### src/design/sdt_pkg.sv
// ----------------------------------------------------------------------------
// sdt_pkg: shared types and constants of the stroke direction tokenizer
// Command codes, direction codes, the sector slope constant and the control
// word that travels down the pipeline.
// ----------------------------------------------------------------------------
package sdt_pkg;

    typedef enum logic [1:0] {
        OP_ADD_POINT  = 2'd0,
        OP_CLEAR      = 2'd1,
        OP_READ_TOKEN = 2'd2
    } t_op;

    typedef enum logic [2:0] {
        DIR_R  = 3'd0,
        DIR_UR = 3'd1,
        DIR_U  = 3'd2,
        DIR_UL = 3'd3,
        DIR_L  = 3'd4,
        DIR_DL = 3'd5,
        DIR_D  = 3'd6,
        DIR_DR = 3'd7
    } t_dir;

    // tan(22.5 deg) in Q16
    localparam int             TAN_W          = 15;
    localparam logic [TAN_W-1:0] TAN_SECTOR_Q16 = 15'd27146;
    localparam int             Q_SHIFT        = 16;

    localparam int             MIN_SEG_W      = 12;
    localparam int             MIN_SQ_W       = 2 * MIN_SEG_W;
    localparam logic [MIN_SEG_W-1:0] MIN_SEG_RESET = 12'd24;

    localparam int             TOKEN_W        = 3;
    localparam int             READ_W         = 8;
    localparam int             INDEX_W        = 8;
    localparam int             COUNT_OUT_W    = 7;
    localparam logic [READ_W-1:0] NO_TOKEN    = 8'hFF;

    typedef struct packed {
        t_op  op;
        logic moved;      // point is far enough: anchor moved, direction taken
        logic dx_pos;     // dx > 0
        logic dy_neg;     // dy < 0
        logic zero_disp;  // dx == 0 and dy == 0
    } t_ctl;

endpackage

### src/design/sdt_cmd_if.sv
// ----------------------------------------------------------------------------
// sdt_cmd_if: command channel
// One beat carries an opcode, a pointer point and a token read index.
// ----------------------------------------------------------------------------
interface sdt_cmd_if #(
    parameter int COORD_WIDTH = 16
);
    logic                          valid;
    logic                          ready;
    logic [1:0]                    opcode;
    logic signed [COORD_WIDTH-1:0] point_x;
    logic signed [COORD_WIDTH-1:0] point_y;
    logic [7:0]                    read_index;

    modport source (output valid, opcode, point_x, point_y, read_index, input ready);
    modport sink   (input valid, opcode, point_x, point_y, read_index, output ready);
endinterface

### src/design/sdt_res_if.sv
// ----------------------------------------------------------------------------
// sdt_res_if: result channel
// One beat per command: append flag, direction, token count and read value.
// ----------------------------------------------------------------------------
interface sdt_res_if;
    logic       valid;
    logic       ready;
    logic       appended;
    logic [2:0] new_direction;
    logic [6:0] token_count;
    logic [7:0] read_value;

    modport source (output valid, appended, new_direction, token_count, read_value,
                    input ready);
    modport sink   (input valid, appended, new_direction, token_count, read_value,
                    output ready);
endinterface

### src/design/sdt_cfg_if.sv
// ----------------------------------------------------------------------------
// sdt_cfg_if: configuration write channel
// One beat writes the minimum segment length.
// ----------------------------------------------------------------------------
interface sdt_cfg_if;
    logic        valid;
    logic        ready;
    logic [11:0] min_len;

    modport source (output valid, min_len, input ready);
    modport sink   (input valid, min_len, output ready);
endinterface

### src/design/sdt_ram.sv
// ----------------------------------------------------------------------------
// sdt_ram: generic single-clock RAM
// One write port, one read port with registered read data (old data on a
// same-address write).
// ----------------------------------------------------------------------------
module sdt_ram #(
    parameter int WIDTH = 8,
    parameter int DEPTH = 64,
    parameter int AW    = (DEPTH > 1) ? $clog2(DEPTH) : 1
) (
    input  logic             i_clk,
    input  logic             i_we,
    input  logic [AW-1:0]    i_waddr,
    input  logic [WIDTH-1:0] i_wdata,
    input  logic             i_re,
    input  logic [AW-1:0]    i_raddr,
    output logic [WIDTH-1:0] o_rdata
);
    logic [WIDTH-1:0] r_mem [DEPTH];
    logic [WIDTH-1:0] r_rdata;

    always_ff @(posedge i_clk) begin
        if (i_we) begin
            r_mem[i_waddr] <= i_wdata;
        end
        if (i_re) begin
            r_rdata <= r_mem[i_raddr];
        end
    end

    assign o_rdata = r_rdata;
endmodule

### src/design/sdt_seg.sv
// ----------------------------------------------------------------------------
// sdt_seg: anchor and segment length stage
// Holds the anchor, takes the displacement of each point and decides whether
// it is long enough to yield a direction.
// ----------------------------------------------------------------------------
module sdt_seg #(
    parameter int COORD_WIDTH = 16
) (
    input  logic                          i_clk,
    input  logic                          i_rst_n,
    input  logic                          i_load,
    input  sdt_pkg::t_op                  i_op,
    input  logic signed [COORD_WIDTH-1:0] i_point_x,
    input  logic signed [COORD_WIDTH-1:0] i_point_y,
    input  logic [sdt_pkg::MIN_SQ_W-1:0]  i_min_sq,
    output logic [COORD_WIDTH-1:0]        o_abs_x,
    output logic [COORD_WIDTH-1:0]        o_abs_y,
    output sdt_pkg::t_ctl                 o_ctl
);
    localparam int DW   = COORD_WIDTH + 1;
    localparam int SQW  = 2 * COORD_WIDTH + 1;
    localparam int CMPW = (SQW > sdt_pkg::MIN_SQ_W) ? SQW : sdt_pkg::MIN_SQ_W;

    logic signed [COORD_WIDTH-1:0] r_anchor_x;
    logic signed [COORD_WIDTH-1:0] r_anchor_y;
    logic                          r_anchor_valid;
    logic [COORD_WIDTH-1:0]        r_abs_x;
    logic [COORD_WIDTH-1:0]        r_abs_y;
    sdt_pkg::t_ctl                 r_ctl;

    logic signed [DW-1:0]     dx;
    logic signed [DW-1:0]     dy;
    logic [DW-1:0]            ax_full;
    logic [DW-1:0]            ay_full;
    logic [COORD_WIDTH-1:0]   ax;
    logic [COORD_WIDTH-1:0]   ay;
    logic [2*COORD_WIDTH-1:0] sq_x;
    logic [2*COORD_WIDTH-1:0] sq_y;
    logic [CMPW-1:0]          dist_sq;
    logic                     moved;
    sdt_pkg::t_ctl            ctl;

    always_comb begin
        dx      = DW'(i_point_x) - DW'(r_anchor_x);
        dy      = DW'(i_point_y) - DW'(r_anchor_y);
        ax_full = dx[DW-1] ? DW'(-dx) : DW'(dx);
        ay_full = dy[DW-1] ? DW'(-dy) : DW'(dy);
        ax      = ax_full[COORD_WIDTH-1:0];
        ay      = ay_full[COORD_WIDTH-1:0];
        sq_x    = ax * ax;
        sq_y    = ay * ay;
        dist_sq = CMPW'(sq_x) + CMPW'(sq_y);
        moved   = (i_op == sdt_pkg::OP_ADD_POINT) && r_anchor_valid &&
                  (dist_sq >= CMPW'(i_min_sq));

        ctl.op        = i_op;
        ctl.moved     = moved;
        ctl.dx_pos    = !dx[DW-1] && (dx != '0);
        ctl.dy_neg    = dy[DW-1];
        ctl.zero_disp = (ax == '0) && (ay == '0);
    end

    always_ff @(posedge i_clk) begin
        if (!i_rst_n) begin
            r_anchor_valid <= 1'b0;
        end else if (i_load) begin
            unique case (i_op)
                sdt_pkg::OP_ADD_POINT:  r_anchor_valid <= 1'b1;
                sdt_pkg::OP_CLEAR:      r_anchor_valid <= 1'b0;
                default:                r_anchor_valid <= r_anchor_valid;
            endcase
        end
    end

    // take the point as the new anchor when it starts a stroke or moves far enough
    always_ff @(posedge i_clk) begin
        if (i_load && (i_op == sdt_pkg::OP_ADD_POINT) && (!r_anchor_valid || moved)) begin
            r_anchor_x <= i_point_x;
            r_anchor_y <= i_point_y;
        end
        if (i_load) begin
            r_abs_x <= ax;
            r_abs_y <= ay;
            r_ctl   <= ctl;
        end
    end

    assign o_abs_x = r_abs_x;
    assign o_abs_y = r_abs_y;
    assign o_ctl   = r_ctl;
endmodule

### src/design/sdt_dir.sv
// ----------------------------------------------------------------------------
// sdt_dir: direction quantizer stage
// Registers both slope products, then sorts the displacement into one of
// eight sectors.
// ----------------------------------------------------------------------------
module sdt_dir #(
    parameter int COORD_WIDTH = 16
) (
    input  logic                   i_clk,
    input  logic                   i_load,
    input  logic [COORD_WIDTH-1:0] i_abs_x,
    input  logic [COORD_WIDTH-1:0] i_abs_y,
    input  sdt_pkg::t_ctl          i_ctl,
    output sdt_pkg::t_ctl          o_ctl,
    output sdt_pkg::t_dir          o_dir
);
    localparam int PW = COORD_WIDTH + sdt_pkg::TAN_W;
    localparam int QW = COORD_WIDTH + sdt_pkg::Q_SHIFT;

    logic [COORD_WIDTH-1:0] r_abs_x;
    logic [COORD_WIDTH-1:0] r_abs_y;
    logic [PW-1:0]          r_tan_x;
    logic [PW-1:0]          r_tan_y;
    sdt_pkg::t_ctl          r_ctl;

    logic [QW-1:0] ax_sh;
    logic [QW-1:0] ay_sh;
    logic          horiz;
    logic          vert;

    always_ff @(posedge i_clk) begin
        if (i_load) begin
            r_abs_x <= i_abs_x;
            r_abs_y <= i_abs_y;
            r_tan_x <= PW'(i_abs_x) * PW'(sdt_pkg::TAN_SECTOR_Q16);
            r_tan_y <= PW'(i_abs_y) * PW'(sdt_pkg::TAN_SECTOR_Q16);
            r_ctl   <= i_ctl;
        end
    end

    always_comb begin
        ax_sh = {r_abs_x, {sdt_pkg::Q_SHIFT{1'b0}}};
        ay_sh = {r_abs_y, {sdt_pkg::Q_SHIFT{1'b0}}};
        horiz = ay_sh < QW'(r_tan_x);
        vert  = ax_sh < QW'(r_tan_y);

        // ties between sectors fall through to the diagonal
        priority if (r_ctl.zero_disp) begin
            o_dir = sdt_pkg::DIR_R;
        end else if (horiz) begin
            o_dir = r_ctl.dx_pos ? sdt_pkg::DIR_R : sdt_pkg::DIR_L;
        end else if (vert) begin
            o_dir = r_ctl.dy_neg ? sdt_pkg::DIR_U : sdt_pkg::DIR_D;
        end else if (r_ctl.dx_pos) begin
            o_dir = r_ctl.dy_neg ? sdt_pkg::DIR_UR : sdt_pkg::DIR_DR;
        end else begin
            o_dir = r_ctl.dy_neg ? sdt_pkg::DIR_UL : sdt_pkg::DIR_DL;
        end
    end

    assign o_ctl = r_ctl;
endmodule

### src/design/stroke_direction_tokenizer.sv
// ----------------------------------------------------------------------------
// stroke_direction_tokenizer: eight-direction pointer gesture tokenizer
// Turns a stream of pointer points into a string of direction tokens held in
// a token RAM, with clear and token read commands.
// ----------------------------------------------------------------------------
// The block takes one command beat per clock unless the result side stalls
// and returns exactly one result beat per command, in order, from the output
// register. Throughput is one command per cycle with no interlock; the
// tightest path is the anchor loop of the first stage, where the displacement
// from the anchor is squared and compared with the minimum segment length
// squared in the same cycle, because the next point must see the anchor this
// one leaves. Stage two registers the two slope products against
// tan(22.5 deg); stage three sorts the direction, checks it against the last
// token, writes the token RAM and resolves reads. Token reads issue to the
// RAM in stage two; a write from stage three to the same entry in the same
// cycle is forwarded. Each stage holds its beat until the next one frees up,
// so bubbles close while the output register waits. Neither the command nor
// the configuration side is ready while reset is held. The token RAM needs no
// clearing after reset: entries at or above the token count are never
// returned. The minimum segment length may be written only while no command
// is in flight.
// ----------------------------------------------------------------------------
module stroke_direction_tokenizer #(
    parameter int MAX_TOKENS_HELD = 64,
    parameter int COORD_WIDTH     = 16
) (
    input  logic      i_clk,
    input  logic      i_rst_n,
    sdt_cmd_if.sink   i_cmd,
    sdt_cfg_if.sink   i_cfg,
    sdt_res_if.source o_res
);
    localparam int CNTW = $clog2(MAX_TOKENS_HELD + 1);
    localparam int AW   = (MAX_TOKENS_HELD > 1) ? $clog2(MAX_TOKENS_HELD) : 1;

    // ------------------------------------------------------------------
    // Configuration: keep the minimum segment length squared so stage one
    // only compares
    // ------------------------------------------------------------------
    logic [sdt_pkg::MIN_SQ_W-1:0] r_min_sq;
    logic [sdt_pkg::MIN_SQ_W-1:0] cfg_sq;

    assign i_cfg.ready = i_rst_n;
    assign cfg_sq = sdt_pkg::MIN_SQ_W'(i_cfg.min_len) *
                    sdt_pkg::MIN_SQ_W'(i_cfg.min_len);

    always_ff @(posedge i_clk) begin
        if (!i_rst_n) begin
            r_min_sq <= sdt_pkg::MIN_SQ_W'(sdt_pkg::MIN_SEG_RESET) *
                        sdt_pkg::MIN_SQ_W'(sdt_pkg::MIN_SEG_RESET);
        end else if (i_cfg.valid) begin
            r_min_sq <= cfg_sq;
        end
    end

    // ------------------------------------------------------------------
    // Pipeline flow: each stage advances when the one after it is free
    // ------------------------------------------------------------------
    logic r_v1;
    logic r_v2;
    logic r_out_valid;
    logic out_free;
    logic s2_free;
    logic s1_free;
    logic acc_in;
    logic adv_b;
    logic adv_c;

    assign out_free    = !r_out_valid || o_res.ready;
    assign adv_c       = r_v2 && out_free;
    assign s2_free     = !r_v2 || out_free;
    assign adv_b       = r_v1 && s2_free;
    assign s1_free     = !r_v1 || s2_free;
    assign i_cmd.ready = s1_free && i_rst_n;
    assign acc_in      = i_cmd.valid && s1_free && i_rst_n;

    always_ff @(posedge i_clk) begin
        if (!i_rst_n) begin
            r_v1        <= 1'b0;
            r_v2        <= 1'b0;
            r_out_valid <= 1'b0;
        end else begin
            if (s1_free) begin
                r_v1 <= i_cmd.valid;
            end
            if (s2_free) begin
                r_v2 <= r_v1;
            end
            if (out_free) begin
                r_out_valid <= r_v2;
            end
        end
    end

    // ------------------------------------------------------------------
    // Stage one: anchor and segment length
    // ------------------------------------------------------------------
    logic [COORD_WIDTH-1:0] seg_abs_x;
    logic [COORD_WIDTH-1:0] seg_abs_y;
    sdt_pkg::t_ctl          seg_ctl;
    logic [7:0]             r_idx1;
    logic [7:0]             r_idx2;

    sdt_seg #(
        .COORD_WIDTH (COORD_WIDTH)
    ) u_seg (
        .i_clk     (i_clk),
        .i_rst_n   (i_rst_n),
        .i_load    (acc_in),
        .i_op      (sdt_pkg::t_op'(i_cmd.opcode)),
        .i_point_x (i_cmd.point_x),
        .i_point_y (i_cmd.point_y),
        .i_min_sq  (r_min_sq),
        .o_abs_x   (seg_abs_x),
        .o_abs_y   (seg_abs_y),
        .o_ctl     (seg_ctl)
    );

    // carry the read index alongside the pipeline
    always_ff @(posedge i_clk) begin
        if (acc_in) begin
            r_idx1 <= i_cmd.read_index;
        end
        if (adv_b) begin
            r_idx2 <= r_idx1;
        end
    end

    // ------------------------------------------------------------------
    // Stage two: slope products; the token RAM read issues here
    // ------------------------------------------------------------------
    sdt_pkg::t_ctl dir_ctl;
    sdt_pkg::t_dir c_dir;

    sdt_dir #(
        .COORD_WIDTH (COORD_WIDTH)
    ) u_dir (
        .i_clk   (i_clk),
        .i_load  (adv_b),
        .i_abs_x (seg_abs_x),
        .i_abs_y (seg_abs_y),
        .i_ctl   (seg_ctl),
        .o_ctl   (dir_ctl),
        .o_dir   (c_dir)
    );

    logic                       ram_we;
    logic [AW-1:0]              ram_waddr;
    logic [sdt_pkg::TOKEN_W-1:0] ram_rdata;
    logic                       r_fwd_hit;
    logic [sdt_pkg::TOKEN_W-1:0] r_fwd_data;

    sdt_ram #(
        .WIDTH (sdt_pkg::TOKEN_W),
        .DEPTH (MAX_TOKENS_HELD),
        .AW    (AW)
    ) u_token_ram (
        .i_clk   (i_clk),
        .i_we    (ram_we),
        .i_waddr (ram_waddr),
        .i_wdata (c_dir),
        .i_re    (adv_b),
        .i_raddr (r_idx1[AW-1:0]),
        .o_rdata (ram_rdata)
    );

    // the RAM returns old data on a same-entry write: forward the new token
    always_ff @(posedge i_clk) begin
        if (adv_b) begin
            r_fwd_hit  <= ram_we && (ram_waddr == r_idx1[AW-1:0]);
            r_fwd_data <= c_dir;
        end
    end

    // ------------------------------------------------------------------
    // Stage three: append, clear and read against the held count
    // ------------------------------------------------------------------
    logic [CNTW-1:0]              r_count;
    logic [CNTW-1:0]              n_count;
    sdt_pkg::t_dir                r_last;
    logic                         c_repeat;
    logic                         c_full;
    logic                         c_append;
    logic [sdt_pkg::TOKEN_W-1:0]  c_tok;
    logic [sdt_pkg::READ_W-1:0]   c_read;

    always_comb begin
        c_repeat = (r_count != '0) && (r_last == c_dir);
        c_full   = (r_count == CNTW'(MAX_TOKENS_HELD));
        c_append = (dir_ctl.op == sdt_pkg::OP_ADD_POINT) && dir_ctl.moved &&
                   !c_repeat && !c_full;

        priority if (c_append) begin
            n_count = r_count + CNTW'(1);
        end else if (dir_ctl.op == sdt_pkg::OP_CLEAR) begin
            n_count = '0;
        end else begin
            n_count = r_count;
        end

        // reads at or beyond the count return the empty marker
        c_tok = r_fwd_hit ? r_fwd_data : ram_rdata;
        if ((dir_ctl.op == sdt_pkg::OP_READ_TOKEN) &&
            ({1'b0, r_idx2} < (sdt_pkg::INDEX_W + 1)'(r_count))) begin
            c_read = sdt_pkg::READ_W'(c_tok);
        end else begin
            c_read = sdt_pkg::NO_TOKEN;
        end
    end

    assign ram_we    = adv_c && c_append;
    assign ram_waddr = r_count[AW-1:0];

    always_ff @(posedge i_clk) begin
        if (!i_rst_n) begin
            r_count <= '0;
        end else if (adv_c) begin
            r_count <= n_count;
        end
    end

    always_ff @(posedge i_clk) begin
        if (ram_we) begin
            r_last <= c_dir;
        end
    end

    // ------------------------------------------------------------------
    // Output register
    // ------------------------------------------------------------------
    logic                             r_out_appended;
    logic [sdt_pkg::TOKEN_W-1:0]      r_out_dir;
    logic [sdt_pkg::COUNT_OUT_W-1:0]  r_out_count;
    logic [sdt_pkg::READ_W-1:0]       r_out_read;

    always_ff @(posedge i_clk) begin
        if (adv_c) begin
            r_out_appended <= c_append;
            r_out_dir      <= c_append ? c_dir : sdt_pkg::DIR_R;
            r_out_count    <= sdt_pkg::COUNT_OUT_W'(n_count);
            r_out_read     <= c_read;
        end
    end

    assign o_res.valid         = r_out_valid;
    assign o_res.appended      = r_out_appended;
    assign o_res.new_direction = r_out_dir;
    assign o_res.token_count   = r_out_count;
    assign o_res.read_value    = r_out_read;

    // ------------------------------------------------------------------
    // Assertions
    // ------------------------------------------------------------------
    a_count_bound: assert property (@(posedge i_clk) disable iff (!i_rst_n)
        r_count <= CNTW'(MAX_TOKENS_HELD))
        else $error("token count beyond store depth");

    a_append_step: assert property (@(posedge i_clk) disable iff (!i_rst_n)
        ram_we |=> (r_count == $past(r_count) + CNTW'(1)) && (r_last == $past(c_dir)))
        else $error("append did not advance count and last token together");

    a_clear_empties: assert property (@(posedge i_clk) disable iff (!i_rst_n)
        (adv_c && (dir_ctl.op == sdt_pkg::OP_CLEAR)) |=> (r_count == '0))
        else $error("clear left tokens held");

endmodule

### src/flat_wrapper.sv
// flat-port wrapper written by rule: the top's interface ports become plain ports
module stroke_direction_tokenizer_flat 
#(
    parameter int MAX_TOKENS_HELD = 64,
    parameter int COORD_WIDTH     = 16
)
  (i_clk, i_rst_n, i_cmd_valid, i_cmd_opcode, i_cmd_point_x, i_cmd_point_y, i_cmd_read_index, i_cmd_ready, i_cfg_valid, i_cfg_min_len, i_cfg_ready, o_res_valid, o_res_appended, o_res_new_direction, o_res_token_count, o_res_read_value, o_res_ready);
  sdt_cmd_if #(.COORD_WIDTH(COORD_WIDTH)) i_cmd_i ();
  sdt_cfg_if i_cfg_i ();
  sdt_res_if o_res_i ();
  input  logic i_clk;
  input  logic i_rst_n;
  input wire logic [$bits(i_cmd_i.valid)-1:0] i_cmd_valid;
  input wire logic [$bits(i_cmd_i.opcode)-1:0] i_cmd_opcode;
  input wire logic [$bits(i_cmd_i.point_x)-1:0] i_cmd_point_x;
  input wire logic [$bits(i_cmd_i.point_y)-1:0] i_cmd_point_y;
  input wire logic [$bits(i_cmd_i.read_index)-1:0] i_cmd_read_index;
  output wire logic [$bits(i_cmd_i.ready)-1:0] i_cmd_ready;
  input wire logic [$bits(i_cfg_i.valid)-1:0] i_cfg_valid;
  input wire logic [$bits(i_cfg_i.min_len)-1:0] i_cfg_min_len;
  output wire logic [$bits(i_cfg_i.ready)-1:0] i_cfg_ready;
  output wire logic [$bits(o_res_i.valid)-1:0] o_res_valid;
  output wire logic [$bits(o_res_i.appended)-1:0] o_res_appended;
  output wire logic [$bits(o_res_i.new_direction)-1:0] o_res_new_direction;
  output wire logic [$bits(o_res_i.token_count)-1:0] o_res_token_count;
  output wire logic [$bits(o_res_i.read_value)-1:0] o_res_read_value;
  input wire logic [$bits(o_res_i.ready)-1:0] o_res_ready;
  assign i_cmd_i.valid = i_cmd_valid;
  assign i_cmd_i.opcode = i_cmd_opcode;
  assign i_cmd_i.point_x = i_cmd_point_x;
  assign i_cmd_i.point_y = i_cmd_point_y;
  assign i_cmd_i.read_index = i_cmd_read_index;
  assign i_cmd_ready = i_cmd_i.ready;
  assign i_cfg_i.valid = i_cfg_valid;
  assign i_cfg_i.min_len = i_cfg_min_len;
  assign i_cfg_ready = i_cfg_i.ready;
  assign o_res_valid = o_res_i.valid;
  assign o_res_appended = o_res_i.appended;
  assign o_res_new_direction = o_res_i.new_direction;
  assign o_res_token_count = o_res_i.token_count;
  assign o_res_read_value = o_res_i.read_value;
  assign o_res_i.ready = o_res_ready;
  stroke_direction_tokenizer #(.MAX_TOKENS_HELD(MAX_TOKENS_HELD), .COORD_WIDTH(COORD_WIDTH)) u_core (.i_clk(i_clk), .i_rst_n(i_rst_n), .i_cmd(i_cmd_i), .i_cfg(i_cfg_i), .o_res(o_res_i));
endmodule
### config.mk
export PLATFORM = sky130hd
export DESIGN_NAME = stroke_direction_tokenizer_flat
export DESIGN_NICKNAME = d
export VERILOG_FILES = /design/src/design/sdt_pkg.sv /design/src/design/sdt_cmd_if.sv /design/src/design/sdt_res_if.sv /design/src/design/sdt_cfg_if.sv /design/src/design/sdt_ram.sv /design/src/design/sdt_seg.sv /design/src/design/sdt_dir.sv /design/src/design/stroke_direction_tokenizer.sv /design/src/flat_wrapper.sv
export SDC_FILE = /design/constraint.sdc
export NUM_CORES = 2
export LEC_CHECK = 0
export BUFFER_PORTS_ARGS = -buffer_cell sky130_fd_sc_hd__buf_4
export CORE_MARGIN = 2
export CORE_UTILIZATION = 25
export CTS_BUF_LIST = sky130_fd_sc_hd__clkbuf_8
export DETAILED_ROUTE_END_ITERATION = 6
export HOLD_SLACK_MARGIN = 0.03
export SYNTH_ARGS = -nofsm -noshare
export SYNTH_HDL_FRONTEND = slang
export SYNTH_HIERARCHICAL = 1
export SYNTH_SLANG_ARGS = --single-unit
### constraint.sdc
create_clock -name i_clk -period 17.4 [get_ports i_clk]
set_input_delay 2.61 -clock i_clk [delete_from_list [all_inputs] [get_ports i_clk]]
set_output_delay 2.61 -clock i_clk [all_outputs]
set_load 0.03 [all_outputs]
# Word level (Yosys, flattened, before mapping)
# Memories as Yosys holds them, arrays and structs flattened. A register that Yosys moved wholly into a read port is not among the register bits.
# Cells that the tools add are included.
# totals
word_cells	110
in_bits	59
ram_bits	192
out_inout_bits	22
register_bits	245
memories	1
# op_classes
muxes	17
n_eq_ne	6
add_sub_neg	6
magnitude_cmp	4
reduce_logical	37
n_mul	5
# mem_list
memory	words	width	read_ports	rd_ports_with_merged_regs	write_ports	line_no	text
u_core.u_token_ram.r_mem	64	3	1	1	1	sdt_ram.sv:19	logic [WIDTH-1:0] r_mem [DEPTH];
# ops
operator	count
32-bit by 31-bit less-than comparator with 1-bit output	2
16-bit by 16-bit multiplier with 32-bit output	2
16-bit by 14-bit multiplier with 30-bit output, second input constant	2
16-bit by 16-bit subtractor with 17-bit output	2
32-bit by 32-bit adder with 33-bit output	1
33-bit by 24-bit greater-or-equal comparator with 1-bit output	1
16-bit zero test	2
16-bit 2-to-1 mux	2
16-bit negation	2
3-bit 2-to-1 mux	9
12-bit by 12-bit multiplier with 24-bit output	1
1-bit logical AND	18
17-bit nonzero test	1
7-bit 2-to-1 mux	2
8-bit by 7-bit less-than comparator with 1-bit output	1
8-bit 2-to-1 mux	1
7-bit by 1-bit adder with 7-bit output, second input constant	1
7-bit equality test, second input constant	1
1-bit zero test	7
7-bit nonzero test	1
6-bit equality test	1
2-bit by 1-bit equality test with 1-bit output, second input constant	2
2-bit zero test	2
1-bit logical OR	4
6 further kinds	7

# Logic depth before layout (Yosys ltp)
# logic_depth
depth_word	13
depth_mapped	54
mapped_depth_nobuf	52

# Cells and area by module
# The synthesis kept the hierarchy.
# by_module_without_submodules
mod	cells_each	area_per_inst_um2	seq_area_each_um2	instances
sdt_seg	2138	19795.2	2122.0	1
sdt_dir	1061	10974.3	2822.7	1
sdt_ram	423	7893.8	5855.6	1
stroke_direction_tokenizer	741	7066.8	1801.7	1

# Worst setup path before layout
# Ideal clock, no wire load.
# synth_path
path_type	input to register
startpoint	input port i_cmd_point_x[0]
endpoint	register u_core.u_seg.r_anchor_x[0] (enable)
setup_time_ns	0.441
arrival_time_ns	14.695
required_ns	16.959
n_path_buf	1
setup_slack_ns	2.265
cell_stages	50
path_cell_list	inv_1 -> ha_1 -> inv_1 -> fa_1 -> a211oi_1 -> o21bai_4 -> a31oi_4 -> xnor2_1 -> or2_1 -> or3b_1 -> or3_1 -> o21a_1 -> xor2_1 -> inv_1 -> buf_2 -> nor2_1 -> inv_1 -> fa_1 -> [... 14 more ...] -> o211ai_1 -> nor4_1 -> nor3_1 -> a21oi_1 -> nor2b_1 -> nor2_1 -> xnor2_1 -> ha_1 -> nand4_1 -> nor4_1 -> nor2_1 -> nand2_1 -> o2111ai_1 -> nand3_1 -> nor3_1 -> nand3_1 -> nor3_1 -> a31oi_1
# synth_via
elab_chain_cells	9
# synth_rtl
element	line_no	text
start: declaration	flat_wrapper.sv:15	input wire logic [$bits(i_cmd_i.point_x)-1:0] i_cmd_point_x;
16-bit by 16-bit subtractor with 17-bit output *	sdt_seg.sv:44	dx = DW'(i_point_x) - DW'(r_anchor_x);
16-bit negation	sdt_seg.sv:46	ax_full = dx[DW-1] ? DW'(-dx) : DW'(dx);
16-bit 2-to-1 mux *	sdt_seg.sv:46	
net u_core.u_seg.ax_full[13]	sdt_seg.sv:33	logic [DW-1:0] ax_full;
16-bit by 16-bit multiplier with 32-bit output *	sdt_seg.sv:50	sq_x = ax * ax;
32-bit by 32-bit adder with 33-bit output *	sdt_seg.sv:52	dist_sq = CMPW'(sq_x) + CMPW'(sq_y);
33-bit by 24-bit greater-or-equal comparator with 1-bit output *	sdt_seg.sv:54	(dist_sq >= CMPW'(i_min_sq));
1-bit logical AND *	sdt_seg.sv:53	moved = (i_op == sdt_pkg::OP_ADD_POINT) && r_anchor_valid &&
1-bit logical OR *	sdt_seg.sv:77	if (i_load && (i_op == sdt_pkg::OP_ADD_POINT) && (!r_anchor_valid || moved)) begin
1-bit logical AND *	sdt_seg.sv:77	
end signal: assignment	sdt_seg.sv:78	r_anchor_x <= i_point_x;
end: declaration	sdt_seg.sv:24	logic signed [COORD_WIDTH-1:0] r_anchor_x;
# Mark *: on every way through the listed nets, which the timed path passes. The rest lies on a longest branch.
# A chain may end at the register's enable or synchronous reset.

# Worst setup path after layout
# layout_path
startpoint	input port i_cmd_point_x[0]
endpoint	register u_core.u_seg.r_anchor_y[3] (enable)
# layout_via
elab_chain_cells	9
# layout_rtl
element	line_no	text
16-bit by 16-bit subtractor with 17-bit output *	sdt_seg.sv:44	
16-bit negation	sdt_seg.sv:46	
16-bit 2-to-1 mux *	sdt_seg.sv:46	
net u_core.u_seg.ax_full[13]	sdt_seg.sv:33	
16-bit by 16-bit multiplier with 32-bit output *	sdt_seg.sv:50	
32-bit by 32-bit adder with 33-bit output *	sdt_seg.sv:52	
33-bit by 24-bit greater-or-equal comparator with 1-bit output *	sdt_seg.sv:54	
1-bit logical AND *	sdt_seg.sv:53	
1-bit logical OR *	sdt_seg.sv:77	
1-bit logical AND *	sdt_seg.sv:77	
end signal: assignment	sdt_seg.sv:79	r_anchor_y <= i_point_y;
end: declaration	sdt_seg.sv:25	logic signed [COORD_WIDTH-1:0] r_anchor_y;
# Marked as above.

==> results.py <==
metrics = {
    "critical_path": {
        "critPathKind": "in2reg",
        "critPathLaunch": "i_cmd_point_x[0]",
        "critPathMaxStageDelay_ns": 0.73,
        "path_delay_family": "adder cells",
        "path_max_fanout": 32,
        "required_ns": 17.65,
        "critPathLaunchType": "input pin",
        "path_common_cell": "fa_1",
        "crit-reg2reg-launch": "u_core/u_seg/r_anchor_x[0]$_DFFE_PP_",
        "cp_data_arrival_time_ns": 15.93,
        "critPathBufInv": 8,
        "crit_path_top_delay_cell": "nor3_1",
        "cp-end-kind": "flip-flop",
    },
    "finish": {
        "drive_gt1_frac": 0.07143,
        "synthToLayoutAreaGrowth_pct": 10.61,
        "fin_nets": 5624,
        "mostFrequentLayoutCells": "inv_1 (1,023), ha_1 (574), fa_1 (542)",
        "layout_commonest_cell": "inv_1",
        "instances_no_fill": 6879,
        "fill_cells": 18765,
    },
    "drt": {
        "vias_per_cell": 4.458,
        "vias": 30667,
        "routedWlPerCell_um": 16.05,
        "drtPass1Iterations": 7,
        "drt-initial-drc-count": 1802,
        "drc_errors": 0,
        "routed_wl_um": 110400,
        "drtAntennaViolNets": 0,
    },
    "sta": {
        "max_slew.worst_pin.slew_ns": 1.140,
        "fin_skew_ns": 0.04467,
        "fin_crit_sh": 0.9014,
        "fin_tns_setup_ns": 0,
        "max_freq_mhz": 63.76,
        "hold_violations": 0,
        "finalSetupViolCount": 0,
        "whs_ns": 0.4216,
        "period_needed_ns": 15.68,
        "max_slew_margin": 0.2401,
        "rsz0062_at_grt": "false",
        "slew_violations": 0,
    },
    "synth": {
        "synth_seq_cells": 431,
        "synth_cells": 4363,
        "syn_area_mm2": 0.04573,
        "yosys-top-cells-area": "edfxtp_1 (26%), fa_1 (24%), ha_1 (16%), inv_1 (8.3%), nor2_1 (2.7%)",
        "yosys_warnings": 6,
        "ys.flop_type": "edfxtp_1",
        "ys_async_sr_fraction": 0,
        "yosysUniqueCellTypes": 107,
        "synth-seq-area-share": 0.2756,
        "synth_top_area_frac": 0.2607,
        "synth_top_area_cell": "edfxtp_1",
        "avgSynthCellArea_um2": 10.48,
        "synth_edf_count": 397,
        "syn_nets": 5538,
    },
    "clock_network": {
        "cts_setup_buffers": 0,
        "hold_buffers": 0,
        "clock_sinks": 431,
        "cts_tree": "built",
        "cts_root_buf": "clkbuf_8",
        "cts_buffer_depth": 3,
        "htree_num_levels": 3,
        "cts_resized": 0,
        "numCtsBuffers": 75,
        "insertion_delay_ns": 0.70,
        "path_clk_slew_ns": 0.05,
    },
    "floorplanning": {
        "die_area_mm2": 0.1864,
        "top_level_ports": 81,
        "die_y_um": 431.7,
        "die_w_um": 431.7,
        "floorplan.initialDensity": 0.2522,
        "core_area_mm2": 0.1813,
        "placementRows": 156,
    },
    "place": {
        "place.gp.congestion": 0.8842,
        "placed_cells": 6742,
        "numPortBuffers": 80,
        "dpl.hpwl_um": 88870,
    },
    "global_route": {
        "antenna_found_initial": 3,
        "grt_usage": 0.1204,
        "grt_pass1_wl_um": 178900,
        "grt_max_degree": 69,
        "grt_overflow": 0,
        "grt_pass1_vias": 32445,
    },
    "hold_path": {
        "hold_path_class": "reg2reg",
        "hp-start": "u_core/u_seg/o_ctl[5]$_DFFE_PP_",
    },
    "job": {
        "drv_cap": 0,
    },
    "outcome": {
        "status": "finished clean",
    },
}
==> through the flow <==
stage | util | area, um2 | setup WS (ns)
6_report | 0.2789 | 50580 | 1.716
5_1_grt | 0.2789 | 50580 | 0.8244
4_1_cts | 0.2789 | 50580 | 1.666
3_5_place_dp | 0.2709 | 49120 | 0.9509
3_3_place_gp | 0.2709 | 49120 | 1.166
2_1_floorplan | - | 45730 | 2.265
==> final cells by class <==
class                      instances  area (um2)  share of cell area
timing repair buffer             116       870.8             0.01722
clock buffer                      77        1060             0.02095
multi-input combinational       2805       28860              0.5705
sequential                       431       12600              0.2492
clock inverter                    59       394.1            0.007792
tap                             2370        2965             0.05863
inverter                        1020        3829             0.07570
antenna                            1       2.502          0.00004947
==> worst paths after layout <==
path         slack, ns  cells after the start                                    to
max               1.72                     50  u_core/u_seg/r_anchor_y[3]$_DFFE_PP_
max reg2reg       3.43                     48  u_core/u_seg/r_anchor_y[3]$_DFFE_PP_
min reg2reg       0.42                      0       u_core/u_dir/o_ctl[5]$_DFFE_PP_
min               0.42                      0       u_core/u_dir/o_ctl[5]$_DFFE_PP_
==> cells in the mapped netlist (9+ instances only) <==
cell type	count
o211ai_1	16
edfxtp_1	397
nand4_1	38
a31oi_1	19
and3_1	21
or3_1	14
o21a_1	26
o31ai_1	9
xor2_1	57
inv_1	1006
nand3b_1	10
a21o_1	70
xnor2_1	98
nor4_1	17
clkinv_1	11
fa_1	542
dfxtp_1	34
buf_2	12
a211oi_1	21
buf_4	9
ha_1	574
mux4_2	42
nand2b_1	26
nor3_1	43
clkbuf_1	80
mux2i_1	25
a31o_2	9
nor3b_1	9
nor2_1	326
and2_1	58
a21oi_1	122
nand2_1	246
nor2b_1	45
nand3_1	44
o21ai_0	99
==> sequential cells by signal, summed over array words and instances, names as in the netlist, 3 cells and up <==
register / cells
u_core/u_dir/r_tan_x: 28
u_core/u_dir/o_ctl: 6
u_core/r_min_sq: 23
u_core/u_dir/r_tan_y: 28
u_core/o_res.token_count: 7
u_core/u_seg/o_ctl: 6
u_core/r_count: 7
u_core/r_idx2: 8
u_core/o_res.read_value: 4
u_core/u_token_ram/o_rdata: 3
u_core/u_seg/o_abs_x: 16
u_core/o_res.new_direction: 3
u_core/u_seg/r_anchor_x: 16
u_core/u_seg/r_anchor_y: 16
u_core/u_seg/o_abs_y: 16
u_core/r_last: 3
u_core/r_fwd_data: 3
u_core/u_dir/r_abs_y: 16
u_core/r_idx1: 8
u_core/u_dir/r_abs_x: 16
u_core/u_token_ram/r_mem: 192
==> kinds of logic after synthesis <==
logic type      Yosys count  synth area share
xor+xnor                159           0.03160
simple gates            942           0.09820
compound gates          508           0.07538
flops                   431            0.2756
other cells               1        0.00008200
buf+inv                1127           0.09409
mux                      79           0.03075
fa+ha+maj              1116            0.3943
==> per-layer routing <==
metal | vias up | GRT usage | part of all wire
li1 | 14488 | - | -
met1 | 15193 | 0.1562 | 0.43
met2 | 790 | 0.2060 | 0.49
met3 | 196 | 0.01873 | 0.051
met4 | 0 | 0.03588 | 0.028
met5 | - | 0 | 0
Power is not shown: default switching activity piles up to over one toggle a cycle in this logic, so the estimate is an artifact.
